File: src/rtl/led_strip_pattern_animator_unit_macros.svh
// Assertion macros shared by the LED strip pattern animator modules.
`ifndef LED_STRIP_PATTERN_ANIMATOR_UNIT_MACROS_SVH
`define LED_STRIP_PATTERN_ANIMATOR_UNIT_MACROS_SVH

// The consequent must hold in the same cycle as the antecedent.
`define LSPA_ASSERT_NOW(label, ante, cons, msg) \
  label: assert property (@(posedge clk_i) disable iff (!rst_ni) (ante) |-> (cons)) \
    else $error(msg);

// The consequent must hold in the cycle after the antecedent.
`define LSPA_ASSERT_NEXT(label, ante, cons, msg) \
  label: assert property (@(posedge clk_i) disable iff (!rst_ni) (ante) |=> (cons)) \
    else $error(msg);

`endif

File: src/rtl/lspa_pkg.sv
// Types and constants shared by the LED strip pattern animator modules.
`timescale 1ns / 1ps
package lspa_pkg;

  localparam int unsigned CNT_W = 6;
  localparam int unsigned IDX_W = 5;

  localparam logic OP_TICK   = 1'b0;
  localparam logic OP_SELECT = 1'b1;

  localparam logic [2:0] PAT_OFF       = 3'd0;
  localparam logic [2:0] PAT_FLOW      = 3'd1;
  localparam logic [2:0] PAT_FLOW_POST = 3'd2;
  localparam logic [2:0] PAT_GREEN     = 3'd3;
  localparam logic [2:0] PAT_RED       = 3'd4;
  localparam logic [2:0] PAT_FLASH     = 3'd5;

  localparam logic [31:0] FLOW_MS       = 32'd120;
  localparam logic [31:0] CHASE_MS      = 32'd80;
  localparam logic [31:0] FLASH_LIT_MS  = 32'd200;
  localparam logic [31:0] FLASH_DARK_MS = 32'd300;

  localparam logic [2:0] FLASH_LAST_PHASE = 3'd5;
  localparam logic [2:0] FLASH_END_PHASE  = 3'd6;

  localparam logic [7:0] FLOW_HEAD_LVL = 8'd80;
  localparam logic [7:0] FLOW_TAIL_LVL = 8'd20;
  localparam logic [7:0] CHASE_LVL     = 8'd60;
  localparam logic [7:0] FLASH_LVL     = 8'd80;

  localparam logic [CNT_W-1:0] PIXEL_COUNT_RST = 6'd8;

  typedef enum logic [2:0] {
    FRM_DARK,
    FRM_FLOW,
    FRM_GREEN,
    FRM_RED,
    FRM_FLASH
  } frame_e;

  typedef enum logic [1:0] {
    ST_IDLE,
    ST_FRAME,
    ST_TAIL
  } ctl_state_e;

  // Commands from the controller to the datapath.
  typedef struct packed {
    logic load;
    logic push;
    logic tail_start;
  } lspa_cmd_t;

  // Status from the datapath to the controller.
  typedef struct packed {
    logic fire;
    logic last_pix;
    logic extra;
    logic slot_free;
  } lspa_sts_t;

endpackage

File: src/rtl/lspa_ctrl.sv
// Sequencing state machine of the LED strip pattern animator.
`timescale 1ns / 1ps
`include "led_strip_pattern_animator_unit_macros.svh"
module lspa_ctrl (
  input  logic                clk_i,
  input  logic                rst_ni,
  input  logic                in_valid_i,
  output logic                in_ready_o,
  output lspa_pkg::lspa_cmd_t cmd_o,
  input  lspa_pkg::lspa_sts_t sts_i
);

  lspa_pkg::ctl_state_e state_q, state_d;
  logic accept;

  assign accept = in_valid_i && in_ready_o;

  always_ff @(posedge clk_i or negedge rst_ni) begin
    if (!rst_ni) begin
      state_q <= lspa_pkg::ST_IDLE;
    end else begin
      state_q <= state_d;
    end
  end

  always_comb begin
    state_d          = state_q;
    in_ready_o       = 1'b0;
    cmd_o.load       = 1'b0;
    cmd_o.push       = 1'b0;
    cmd_o.tail_start = 1'b0;
    unique case (state_q)
      lspa_pkg::ST_IDLE: begin
        in_ready_o = 1'b1;
        if (in_valid_i) begin
          cmd_o.load = 1'b1;
          if (sts_i.fire) begin
            state_d = lspa_pkg::ST_FRAME;
          end
        end
      end
      lspa_pkg::ST_FRAME: begin
        cmd_o.push = sts_i.slot_free;
        if (sts_i.slot_free && sts_i.last_pix) begin
          if (sts_i.extra) begin
            // The flash has finished: follow with a second dark frame.
            cmd_o.tail_start = 1'b1;
            state_d          = lspa_pkg::ST_TAIL;
          end else begin
            state_d = lspa_pkg::ST_IDLE;
          end
        end
      end
      lspa_pkg::ST_TAIL: begin
        cmd_o.push = sts_i.slot_free;
        if (sts_i.slot_free && sts_i.last_pix) begin
          state_d = lspa_pkg::ST_IDLE;
        end
      end
      default: begin
        state_d = lspa_pkg::ST_IDLE;
      end
    endcase
  end

  `LSPA_ASSERT_NEXT(a_quiet_item_stays_idle, accept && !sts_i.fire, state_q == lspa_pkg::ST_IDLE, "item without output left idle state")
  `LSPA_ASSERT_NEXT(a_flash_end_goes_tail, state_q == lspa_pkg::ST_FRAME && sts_i.slot_free && sts_i.last_pix && sts_i.extra, state_q == lspa_pkg::ST_TAIL, "second dark frame not started")
  `LSPA_ASSERT_NEXT(a_idle_holds, state_q == lspa_pkg::ST_IDLE && !in_valid_i, state_q == lspa_pkg::ST_IDLE, "left idle without a transaction")

endmodule

File: src/rtl/lspa_datapath.sv
// Pattern state, frame decision, pixel counter and output register.
`timescale 1ns / 1ps
`include "led_strip_pattern_animator_unit_macros.svh"
module lspa_datapath #(
  parameter int unsigned MAX_PIXELS = 32
) (
  input  logic                clk_i,
  input  logic                rst_ni,
  input  logic                cfg_we_i,
  input  logic [5:0]          cfg_wdata_i,
  input  logic                opcode_i,
  input  logic [31:0]         now_ms_i,
  input  logic [2:0]          pattern_i,
  input  lspa_pkg::lspa_cmd_t cmd_i,
  output lspa_pkg::lspa_sts_t sts_o,
  output logic                out_valid_o,
  input  logic                out_ready_i,
  output logic [4:0]          pixel_index_o,
  output logic [7:0]          green_o,
  output logic [7:0]          red_o,
  output logic [7:0]          blue_o,
  output logic                last_pixel_o
);

  localparam logic [lspa_pkg::CNT_W-1:0] MaxCnt = lspa_pkg::CNT_W'(MAX_PIXELS);

  logic [lspa_pkg::CNT_W-1:0] pixel_count_q;
  logic [2:0]                 active_q;
  logic [lspa_pkg::IDX_W-1:0] step_q;
  logic [2:0]                 phase_q;
  logic [31:0]                last_q;
  logic                       done_q;

  lspa_pkg::frame_e           kind_q;
  logic [lspa_pkg::IDX_W-1:0] head_q;
  logic [lspa_pkg::CNT_W-1:0] tail_q;
  logic                       extra_q;
  logic [lspa_pkg::IDX_W-1:0] pix_q;

  logic                       out_valid_q;
  logic [4:0]                 out_idx_q;
  logic [7:0]                 out_g_q, out_r_q, out_b_q;
  logic                       out_last_q;

  logic [lspa_pkg::CNT_W-1:0] cnt;
  logic [31:0]                elapsed;
  logic [31:0]                interval;
  logic                       due;
  logic                       emits;
  lspa_pkg::frame_e           kind_d;
  logic                       flash_on;
  logic [lspa_pkg::CNT_W-1:0] step_inc;
  logic [lspa_pkg::IDX_W-1:0] step_adv;
  logic [lspa_pkg::CNT_W-1:0] tail_d;
  logic                       last_pix;
  logic [7:0]                 pg, pr, pb;

  assign cnt      = (pixel_count_q > MaxCnt) ? MaxCnt : pixel_count_q;
  assign elapsed  = now_ms_i - last_q;
  assign flash_on = !phase_q[0];

  always_comb begin
    case (active_q) inside
      lspa_pkg::PAT_GREEN, lspa_pkg::PAT_RED: interval = lspa_pkg::CHASE_MS;
      lspa_pkg::PAT_FLASH: interval = flash_on ? lspa_pkg::FLASH_LIT_MS : lspa_pkg::FLASH_DARK_MS;
      default: interval = lspa_pkg::FLOW_MS;
    endcase
  end

  // A last time of zero means the pattern has not fired yet.
  assign due = (last_q == 32'd0) || (elapsed >= interval);

  always_comb begin
    emits  = 1'b0;
    kind_d = lspa_pkg::FRM_DARK;
    if (opcode_i == lspa_pkg::OP_SELECT) begin
      emits = (pattern_i <= lspa_pkg::PAT_FLASH) && (pattern_i != active_q);
    end else begin
      case (active_q) inside
        lspa_pkg::PAT_FLOW, lspa_pkg::PAT_FLOW_POST: begin
          emits  = due;
          kind_d = lspa_pkg::FRM_FLOW;
        end
        lspa_pkg::PAT_GREEN: begin
          emits  = due;
          kind_d = lspa_pkg::FRM_GREEN;
        end
        lspa_pkg::PAT_RED: begin
          emits  = due;
          kind_d = lspa_pkg::FRM_RED;
        end
        lspa_pkg::PAT_FLASH: begin
          emits  = due && !done_q;
          kind_d = flash_on ? lspa_pkg::FRM_FLASH : lspa_pkg::FRM_DARK;
        end
        default: begin
          emits = 1'b0;
        end
      endcase
    end
  end

  assign step_inc = {1'b0, step_q} + 6'd1;
  assign step_adv = (step_inc >= cnt) ? '0 : step_inc[lspa_pkg::IDX_W-1:0];
  assign tail_d   = (step_q == '0) ? (cnt - 6'd1) : ({1'b0, step_q} - 6'd1);

  always_ff @(posedge clk_i or negedge rst_ni) begin
    if (!rst_ni) begin
      pixel_count_q <= lspa_pkg::PIXEL_COUNT_RST;
      active_q      <= lspa_pkg::PAT_OFF;
      step_q        <= '0;
      phase_q       <= '0;
      last_q        <= '0;
      done_q        <= 1'b0;
    end else begin
      if (cfg_we_i) begin
        pixel_count_q <= cfg_wdata_i;
      end
      if (cmd_i.load && emits) begin
        if (opcode_i == lspa_pkg::OP_SELECT) begin
          active_q <= pattern_i;
          step_q   <= '0;
          phase_q  <= '0;
          last_q   <= '0;
          done_q   <= 1'b0;
        end else begin
          last_q <= now_ms_i;
          if (active_q == lspa_pkg::PAT_FLASH) begin
            phase_q <= phase_q + 3'd1;
            if (phase_q >= lspa_pkg::FLASH_LAST_PHASE) begin
              done_q <= 1'b1;
            end
          end else begin
            step_q <= step_adv;
          end
        end
      end
    end
  end

  // Frame description, latched when the transaction is taken.
  always_ff @(posedge clk_i) begin
    if (cmd_i.load) begin
      kind_q  <= kind_d;
      head_q  <= step_q;
      tail_q  <= tail_d;
      extra_q <= (opcode_i == lspa_pkg::OP_TICK) && (active_q == lspa_pkg::PAT_FLASH)
                 && (phase_q >= lspa_pkg::FLASH_LAST_PHASE);
      pix_q   <= '0;
    end else if (cmd_i.tail_start) begin
      kind_q <= lspa_pkg::FRM_DARK;
      pix_q  <= '0;
    end else if (cmd_i.push) begin
      pix_q <= pix_q + 5'd1;
    end
  end

  assign last_pix = ({1'b0, pix_q} + 6'd1) == cnt;

  always_comb begin
    pg = '0;
    pr = '0;
    pb = '0;
    case (kind_q)
      lspa_pkg::FRM_FLOW: begin
        // The tail is drawn after the head and wins on a one-pixel strip.
        if ({1'b0, pix_q} == tail_q) begin
          pb = lspa_pkg::FLOW_TAIL_LVL;
        end else if (pix_q == head_q) begin
          pb = lspa_pkg::FLOW_HEAD_LVL;
        end
      end
      lspa_pkg::FRM_GREEN: pg = (pix_q == head_q) ? lspa_pkg::CHASE_LVL : 8'd0;
      lspa_pkg::FRM_RED:   pr = (pix_q == head_q) ? lspa_pkg::CHASE_LVL : 8'd0;
      lspa_pkg::FRM_FLASH: pr = lspa_pkg::FLASH_LVL;
      default: begin
        pg = '0;
      end
    endcase
  end

  always_ff @(posedge clk_i or negedge rst_ni) begin
    if (!rst_ni) begin
      out_valid_q <= 1'b0;
    end else if (cmd_i.push) begin
      out_valid_q <= 1'b1;
    end else if (out_ready_i) begin
      out_valid_q <= 1'b0;
    end
  end

  always_ff @(posedge clk_i) begin
    if (cmd_i.push) begin
      out_idx_q  <= pix_q;
      out_g_q    <= pg;
      out_r_q    <= pr;
      out_b_q    <= pb;
      out_last_q <= last_pix;
    end
  end

  assign sts_o.fire      = emits && (cnt != '0);
  assign sts_o.last_pix  = last_pix;
  assign sts_o.extra     = extra_q;
  assign sts_o.slot_free = !out_valid_q || out_ready_i;

  assign out_valid_o   = out_valid_q;
  assign pixel_index_o = out_idx_q;
  assign green_o       = out_g_q;
  assign red_o         = out_r_q;
  assign blue_o        = out_b_q;
  assign last_pixel_o  = out_last_q;

  `LSPA_ASSERT_NOW(a_done_at_end_phase, done_q, phase_q == lspa_pkg::FLASH_END_PHASE, "flash done before its last phase")
  `LSPA_ASSERT_NOW(a_done_only_flash, done_q, active_q == lspa_pkg::PAT_FLASH, "flash done mark outside the flash pattern")
  `LSPA_ASSERT_NOW(a_phase_bounded, 1'b1, phase_q <= lspa_pkg::FLASH_END_PHASE, "flash phase past its end")

endmodule

File: src/rtl/led_strip_pattern_animator_unit.sv
// Top level of the LED strip pattern animator.
//
//   Channel   Handshake                 Carries
//   in        in_valid_i / in_ready_o   opcode_i, now_ms_i, pattern_i
//   out       out_valid_o / out_ready_i pixel_index_o, green_o, red_o, blue_o, last_pixel_o
//   cfg       cfg_we_i                  cfg_wdata_i (pixel count)
//
// An input transaction is taken in the idle state; a firing then sends one pixel per cycle
// while the output register has room: N pixels for a frame of N, or 2N at the end of the flash.
// The pixel counter in the datapath counts these pixels; the next item is taken once it is done.
// Reset brings back the off pattern, a pixel count of 8 and an empty output register.
// A stall on the output holds the pixel counter; the output register refills as it drains.
`timescale 1ns / 1ps
module led_strip_pattern_animator_unit #(
  parameter int unsigned MAX_PIXELS = 32
) (
  input  logic        clk_i,
  input  logic        rst_ni,
  input  logic        cfg_we_i,
  input  logic [5:0]  cfg_wdata_i,
  input  logic        in_valid_i,
  output logic        in_ready_o,
  input  logic        opcode_i,
  input  logic [31:0] now_ms_i,
  input  logic [2:0]  pattern_i,
  output logic        out_valid_o,
  input  logic        out_ready_i,
  output logic [4:0]  pixel_index_o,
  output logic [7:0]  green_o,
  output logic [7:0]  red_o,
  output logic [7:0]  blue_o,
  output logic        last_pixel_o
);

  lspa_pkg::lspa_cmd_t cmd;
  lspa_pkg::lspa_sts_t sts;

  lspa_ctrl u_ctrl (
    .clk_i      (clk_i),
    .rst_ni     (rst_ni),
    .in_valid_i (in_valid_i),
    .in_ready_o (in_ready_o),
    .cmd_o      (cmd),
    .sts_i      (sts)
  );

  lspa_datapath #(
    .MAX_PIXELS (MAX_PIXELS)
  ) u_datapath (
    .clk_i         (clk_i),
    .rst_ni        (rst_ni),
    .cfg_we_i      (cfg_we_i),
    .cfg_wdata_i   (cfg_wdata_i),
    .opcode_i      (opcode_i),
    .now_ms_i      (now_ms_i),
    .pattern_i     (pattern_i),
    .cmd_i         (cmd),
    .sts_o         (sts),
    .out_valid_o   (out_valid_o),
    .out_ready_i   (out_ready_i),
    .pixel_index_o (pixel_index_o),
    .green_o       (green_o),
    .red_o         (red_o),
    .blue_o        (blue_o),
    .last_pixel_o  (last_pixel_o)
  );

endmodule

File: config.mk
export PLATFORM = sky130hd
export DESIGN_NAME = led_strip_pattern_animator_unit
export DESIGN_NICKNAME = d
export VERILOG_FILES = /design/src/rtl/lspa_pkg.sv /design/src/rtl/lspa_ctrl.sv /design/src/rtl/lspa_datapath.sv /design/src/rtl/led_strip_pattern_animator_unit.sv
export VERILOG_INCLUDE_DIRS = /design/src /design/src/rtl
export SDC_FILE = /design/constraint.sdc
export NUM_CORES = 1
export LEC_CHECK = 0
export ABC_AREA = 1
export BUFFER_PORTS_ARGS = -buffer_cell sky130_fd_sc_hd__buf_2
export CAP_MARGIN = 20
export CORE_MARGIN = 3
export CORE_UTILIZATION = 60
export DETAILED_ROUTE_END_ITERATION = 8
export PLACE_DENSITY_LB_ADDON = 0.12
export SYNTH_ARGS = -nofsm -noshare
export SYNTH_HDL_FRONTEND = slang
export SYNTH_SLANG_ARGS = --single-unit
File: constraint.sdc
create_clock -name clk_i -period 4.5 [get_ports clk_i]
set_input_delay 0.225 -clock clk_i [delete_from_list [all_inputs] [get_ports clk_i]]
set_output_delay 0.225 -clock clk_i [all_outputs]
set_load 0.05 [all_outputs]
Word level (Yosys, flattened, before mapping)

Index checks and enable logic that the tools add are counted.

Latch bits: 0
Input port bits: 47
Bits in registers: 102
Word-level logic and storage cells: 128
Output and inout bits: 32
ROM bits: 0
Memories kept: 0
Memory bits (writable): 0

Multipliers: 0
Bitwise operators: 2
Add/sub/neg operators: 7
Eq/ne operators: 20
Order comparisons: 5
Reductions and logical operators: 29
Muxes and demuxes: 46
Shift operators: 0
Div/mod/pow operators: 0

Operators with widths:

| operator              | count |
|---|---|
| $mux W32              | 3 |
| $ge A32 B32 Y1        | 1 |
| $logic_not A32 Y1     | 1 |
| $sub A32 B32 Y32      | 1 |
| $mux W3               | 10 |
| $mux W5               | 4 |
| $mux W6               | 3 |
| $mux W1               | 17 |
| $pmux W8 S2           | 1 |
| $add A5 B1 Y6 const B | 2 |
| $eq A3 B2 Y1 const B  | 4 |
| $mux W2               | 5 |
| $reduce_or A2 Y1      | 5 |
| $eq A3 B3 Y1 const B  | 3 |
| $mux W9               | 1 |
| $reduce_bool A2 Y1    | 4 |
| $logic_and A1 B1 Y1   | 7 |
| $mux W7               | 1 |
| $eq A3 B1 Y1 const B  | 2 |
| $eq A5 B6 Y1          | 1 |
| $eq A6 B6 Y1          | 1 |
| $ge A6 B6 Y1          | 1 |
| $gt A6 B6 Y1 const B  | 1 |
| $ne A2 B2 Y1 const B  | 3 |
| 21 further kinds      | 27 |

Logic depth before layout (Yosys ltp)

Word-level depth: 15
Gate-level depth with buffers: 28
Mapped depth without buffers: 28

Modules after synthesis

From an unflattened synthesis, not the netlist that was laid out.

Cell total of the unflattened synthesis: 1123
Area total of the unflattened synthesis: 7293.2 um^2

Modules (own cells, without submodules):

| module        | cells an instance | area an instance (um^2) | times used | sequential area each (um^2) |
|---|---|---|---|---|
| lspa_datapath | 1097              | 7105.6                  | 1          | 2218.4 |
| lspa_ctrl     | 26                | 187.7                   | 1          | 50.0 |

Least setup slack after synthesis

OpenSTA, ideal clock, no wires.

Kind: flip-flop to flip-flop
Start point: register u_datapath.last_q[6]
End point: register u_datapath.last_q[10]
Cell stages (with the launch flop): 25
Data required time: 4.383 ns
Setup time: 0.117 ns
Period minus slack after synthesis: 2.958 ns
Data arrival time: 2.841 ns
Path slack: 1.542 ns
Path buffers: 1
Cells stage by stage: dfrtp_1 inv_1 ha_1 nand2_1 inv_1 a21oi_1 nand2_1 xor2_1 ha_1 a21o_1 nor2_1 nand2_1 nand2_1 nand3b_1 nor2_1 nand3_1 nor2_1 nand2_1 nor2_1 nand3_1 nand2_1 nand2_4 buf_2 nand3_1 nand2_1

Longest elaborated chain between the ends: 10
Elaborated cells on any way between the ends: 11
Those cells by class: add/sub: 1; order compare: 1; mux: 5; reduce/logical: 4

Ends and longest elaborated chain:

| element                 | RTL line             | text |
|---|---|---|
| from (decl)             | lspa_datapath.sv:31  | `logic [31:0] last_q;` |
| from (signal assigned)  | lspa_datapath.sv:127 | `last_q <= now_ms_i;` |
| $sub A32 B32 Y32        | lspa_datapath.sv:59  | `assign elapsed = now_ms_i - last_q;` |
| $ge A32 B32 Y1          | lspa_datapath.sv:71  | `assign due = (last_q == 32'd0) \|\| (elapsed >= interval);` |
| $logic_or A1 B1 Y1 (*)  | lspa_datapath.sv:71  |  |
| $logic_and A1 B1 Y1     | lspa_datapath.sv:93  | `emits = due && !done_q;` |
| $mux W1 (3 in series)   | lspa_datapath.sv:79  | `case (active_q) inside` |
| $mux W1 (*)             | lspa_datapath.sv:79  |  |
| $mux W1 (*)             | lspa_datapath.sv:76  | `if (opcode_i == lspa_pkg::OP_SELECT) begin` |
| $logic_and A1 B1 Y1 (*) | lspa_datapath.sv:119 | `if (cmd_i.load && emits) begin` |

Every way passes the cells marked *; elsewhere a longest branch is shown, timed or not.
A chain may end at the register's enable or synchronous reset.

Final worst setup path

Start point: register u_datapath.last_q[6]
End point: register u_datapath.step_q[1] in the netlist's numbering

Longest elaborated chain between the ends: 11
Elaborated cells on any way between the ends: 12
Those cells by class: add/sub: 1; order compare: 1; mux: 5; reduce/logical: 5

Ends and longest elaborated chain:

| element                                | RTL line             | text |
|---|---|---|
| $sub A32 B32 Y32                       | lspa_datapath.sv:59  |  |
| $ge A32 B32 Y1                         | lspa_datapath.sv:71  |  |
| $logic_or A1 B1 Y1 (*)                 | lspa_datapath.sv:71  |  |
| $logic_and A1 B1 Y1                    | lspa_datapath.sv:93  |  |
| $mux W1 (3 in series)                  | lspa_datapath.sv:79  |  |
| $mux W1 (*)                            | lspa_datapath.sv:79  |  |
| $mux W1 (*)                            | lspa_datapath.sv:76  |  |
| $logic_and A1 B1 Y1 (*)                | lspa_datapath.sv:119 |  |
| $reduce_and A2 Y1 (no source line) (*) | --                   |  |
| to (signal assigned)                   | lspa_datapath.sv:134 | `step_q <= step_adv;` |
| to (decl)                              | lspa_datapath.sv:29  | `logic [lspa_pkg::IDX_W-1:0] step_q;` |

Marked as above.

==> impl_metrics.csv <==
group,metric,value,unit
critical_path,rrSetupSlack,0.85,ns
pwr,powerDensity,663,mW/mm²
critical_path,cp-start-kind,"flip-flop",
yosys,ys_seq_area_share,32.3,%
detailed_routing,ant_nets,0,
yosys,yosys.area.top_type,"nand2_1",
timing,fmax,274,MHz
placed_design,post-place-cells,1247,
yosys,async_reset_ff_share,61.6,%
pwr,leakage,4.25,nW
timing,fin_skew,0.00952,ns
die,core,0.0111,mm²
timing,period_minus_slack,3.65,ns
timing,holdWs,-0.0154,ns
yosys,synthCells,1058,
yosys,syn_area_per_cell,6.64,µm²
flow_run,cap_violations,0,
global_routing,grt_usage,26.6,%
critical_path,worst-path-buf-inv,2,
timing,finalHoldViolCount,8,
hold_path,hold_class,"in -> async",
placed_design,gp_congestion,0.988,
die,num_rows,38,
yosys,yosysTopAreaCellShare,18.7,%
critical_path,cp_common_cell,"nand2_1",
final_layout,area_growth,9.18,%
timing,worstMarginPinSlew,0.794,ns
timing,timing.setup.tns,0,ns
clocking,post_cts_buffers,0,
critical_path,cpLargestDelayFamily,"simple AND/OR/NAND/NOR gates",
yosys,synth_edf_count,28,
pwr,peakVddDrop,0.000565,V
clocking,cts-resized-gates,0,
final_layout,instances_no_fill,1263,
critical_path,slowest_stage,"dfrtp_1",
yosys,syn_area,0.00702,mm²
die,fp.dieArea,0.0130,mm²
clocking,clock_sinks,86,
status,outcome,"finished with violations",
yosys,synth.area.top_cells,"nand2_1, dfrtp_1, edfxtp_1",
detailed_routing,routedWlPerCell,13.0,µm
global_routing,first_global_vias,6252,
timing,drv_slew,0,
clocking,clkSlewWorstSetupHoldPaths,0.07,ns
global_routing,antenna_found_initial,0,
final_layout,fin_nets,1219,
yosys,synthFlopType,"dfrtp_1",
global_routing,grt_pass1_wl,27.9,mm
timing,rsz0062_at_grt,"false",
detailed_routing,drt-vias-per-instance,5.20,
placed_design,dp_hpwl,13.1,mm
detailed_routing,via_count,6572,
final_layout,drive_above_1_share,8.55,%
critical_path,r2r_start,"u_datapath.last_q[6]$_DFFE_PN0P_",
die,start_util,63.1,%
clocking,insertion_delay,0.35,ns
die,die_w,114,µm
yosys,synth_cell_type_count,42,
yosys,ys_top_cells_by_count,"nand2_1, inv_1, nor2_1",
clocking,clk_path_buf_depth,2,
global_routing,grt-ovfl-total,0,
detailed_routing,drc_errors,0,
critical_path,path_class,"reg -> reg",
final_layout,antenna_cells,0,
critical_path,crit_path_end_kind,"flip-flop",
critical_path,crit_path_max_incr_delay,0.36,ns
clocking,htreeDepth,3,
global_routing,grt_max_degree,54,
die,die_h,114,µm
clocking,cts_tree,"yes",
critical_path,crit_start,"u_datapath.last_q[6]$_DFFE_PN0P_",
yosys,yosysWarnings,0,
yosys,ys_seq_elements,86,
clocking,cts_hold_buf,0,
detailed_routing,routed_wl,16.4,mm
placed_design,portBuffers,66,
critical_path,crit_required,4.74,ns
timing,fin_crit_sh,81.2,%
detailed_routing,drtIter0Drc,335,
critical_path,cp_max_fo,36,
status,violations,"hold timing",
clocking,cts_root_buf,"clkbuf_16",
timing,relSlewSlack,46.7,%
die,ios,79,
detailed_routing,dr.pass1.iters,5,
critical_path,cp.arrival,3.89,ns
clocking,numCtsBuffers,9,
timing,timing.final.setup_violations,0,
yosys,yosysMostFrequentCell,"nand2_1",
## metal layers
layer | wire length (µm) | up-vias | GRT usage [%]
met4 | 501 | 0 | 10.5
met5 | 0 | - | 0
met1 | 7130 | 2996 | 32.5
met2 | 8110 | 153 | 46.8
li1 | - | 3389 | -
met3 | 677 | 34 | 4.28
## metrics by stage
| stage | hold slack (ns) | power [mW] | setup WS (ns) | instance area [µm²] | utilization, % |
|---|---|---|---|---|---|
| 3_5_place_dp | 0.401 | 4.35 | 0.894 | 7380 | 66.4 |
| 3_3_place_gp | 0.398 | 4.29 | 0.959 | 7380 | 66.4 |
| 5_1_grt | 0.0564 | 5.57 | 0.404 | 7660 | 68.9 |
| 4_1_cts | 0.0267 | 5.08 | 0.865 | 7660 | 68.9 |
| 6_report | -0.0154 | 5.08 | 0.845 | 7660 | 68.9 |
| 2_1_floorplan | -0.0706 | 3.73 | 1.54 | 7060 | - |
## state kept, by name, indices dropped and copies added (netlist names), 5 cells and up
register,count
u_datapath.head_q,5
u_datapath.pix_q,5
u_datapath.step_q,5
u_datapath.pixel_index_o,5
u_datapath.pixel_count_q,6
u_datapath.tail_q,6
u_datapath.last_q,32
## layout by cell type, fill, tap and decap left out, types with 2 or more instances in the layout
master     count
nor2_1       109
clkbuf_16      9
buf_2         66
ha_1          53
a21oi_1       32
nand3_1       70
buf_4          2
o21ai_0       30
or2_2          3
clkinv_4       2
nand4_1       12
xnor2_1        9
a211oi_1       6
o21ai_1        6
o211ai_1       2
o21bai_1       3
xor2_1        21
and2_1         3
nand2_1      349
dfrtp_1       52
inv_6          2
nor3_1        13
o21a_1         3
dfxtp_1        5
inv_1        195
edfxtp_1      28
nor2_2         3
nand3b_1       6
conb_1        12
## area by class of cell
cell class              instances  area, µm²
clock buffers                  10        239
inverters                     195        732
flip-flops and latches         86       2270
clock inverters                 6       43.8
well taps                     140        175
multi-input cells             758       3860
fillers                      1028       3460
repair buffers                 68        345
## path summary, 6_finish.rpt
kind                                                            to  cells after the start
min in group clk_i         u_datapath.pixel_count_q[1]$_DFFE_PN0P_                      3
hold / removal                    u_datapath.last_q[3]$_DFFE_PN0P_                      2
setup / recovery                  u_datapath.step_q[1]$_DFFE_PN0P_                     25
hold reg to reg                  u_datapath.last_q[22]$_DFFE_PN0P_                      2
setup reg to reg                  u_datapath.step_q[1]$_DFFE_PN0P_                     25
max in group asynchronous        u_datapath.last_q[29]$_DFFE_PN0P_                      2
## power breakdown
part	internal (mW)	switching, mW	leakage (nW)
clock network	0.392	0.326	0.141
logic	0.955	2.00	3.11
registers	1.17	0.237	1.00
total	2.52	2.56	4.25
## logic make-up (layout without fill, tap and decap cells)
logic type / Yosys count / after routing / share of synthesized area (%)
adder cells (fa/ha/maj): 54 / 54 / 9.73
buffers and inverters: 225 / 279 / 13.3
XOR/XNOR: 30 / 30 / 3.74
AO/OA/AOI/OAI: 87 / 87 / 6.88
other: 1 / 12 / 0.0534
multiplexers: 1 / 1 / 0.160
AND/OR/NAND/NOR: 574 / 574 / 33.8
flip-flops: 86 / 86 / 32.3
Power figures use the tool's default switching activity.
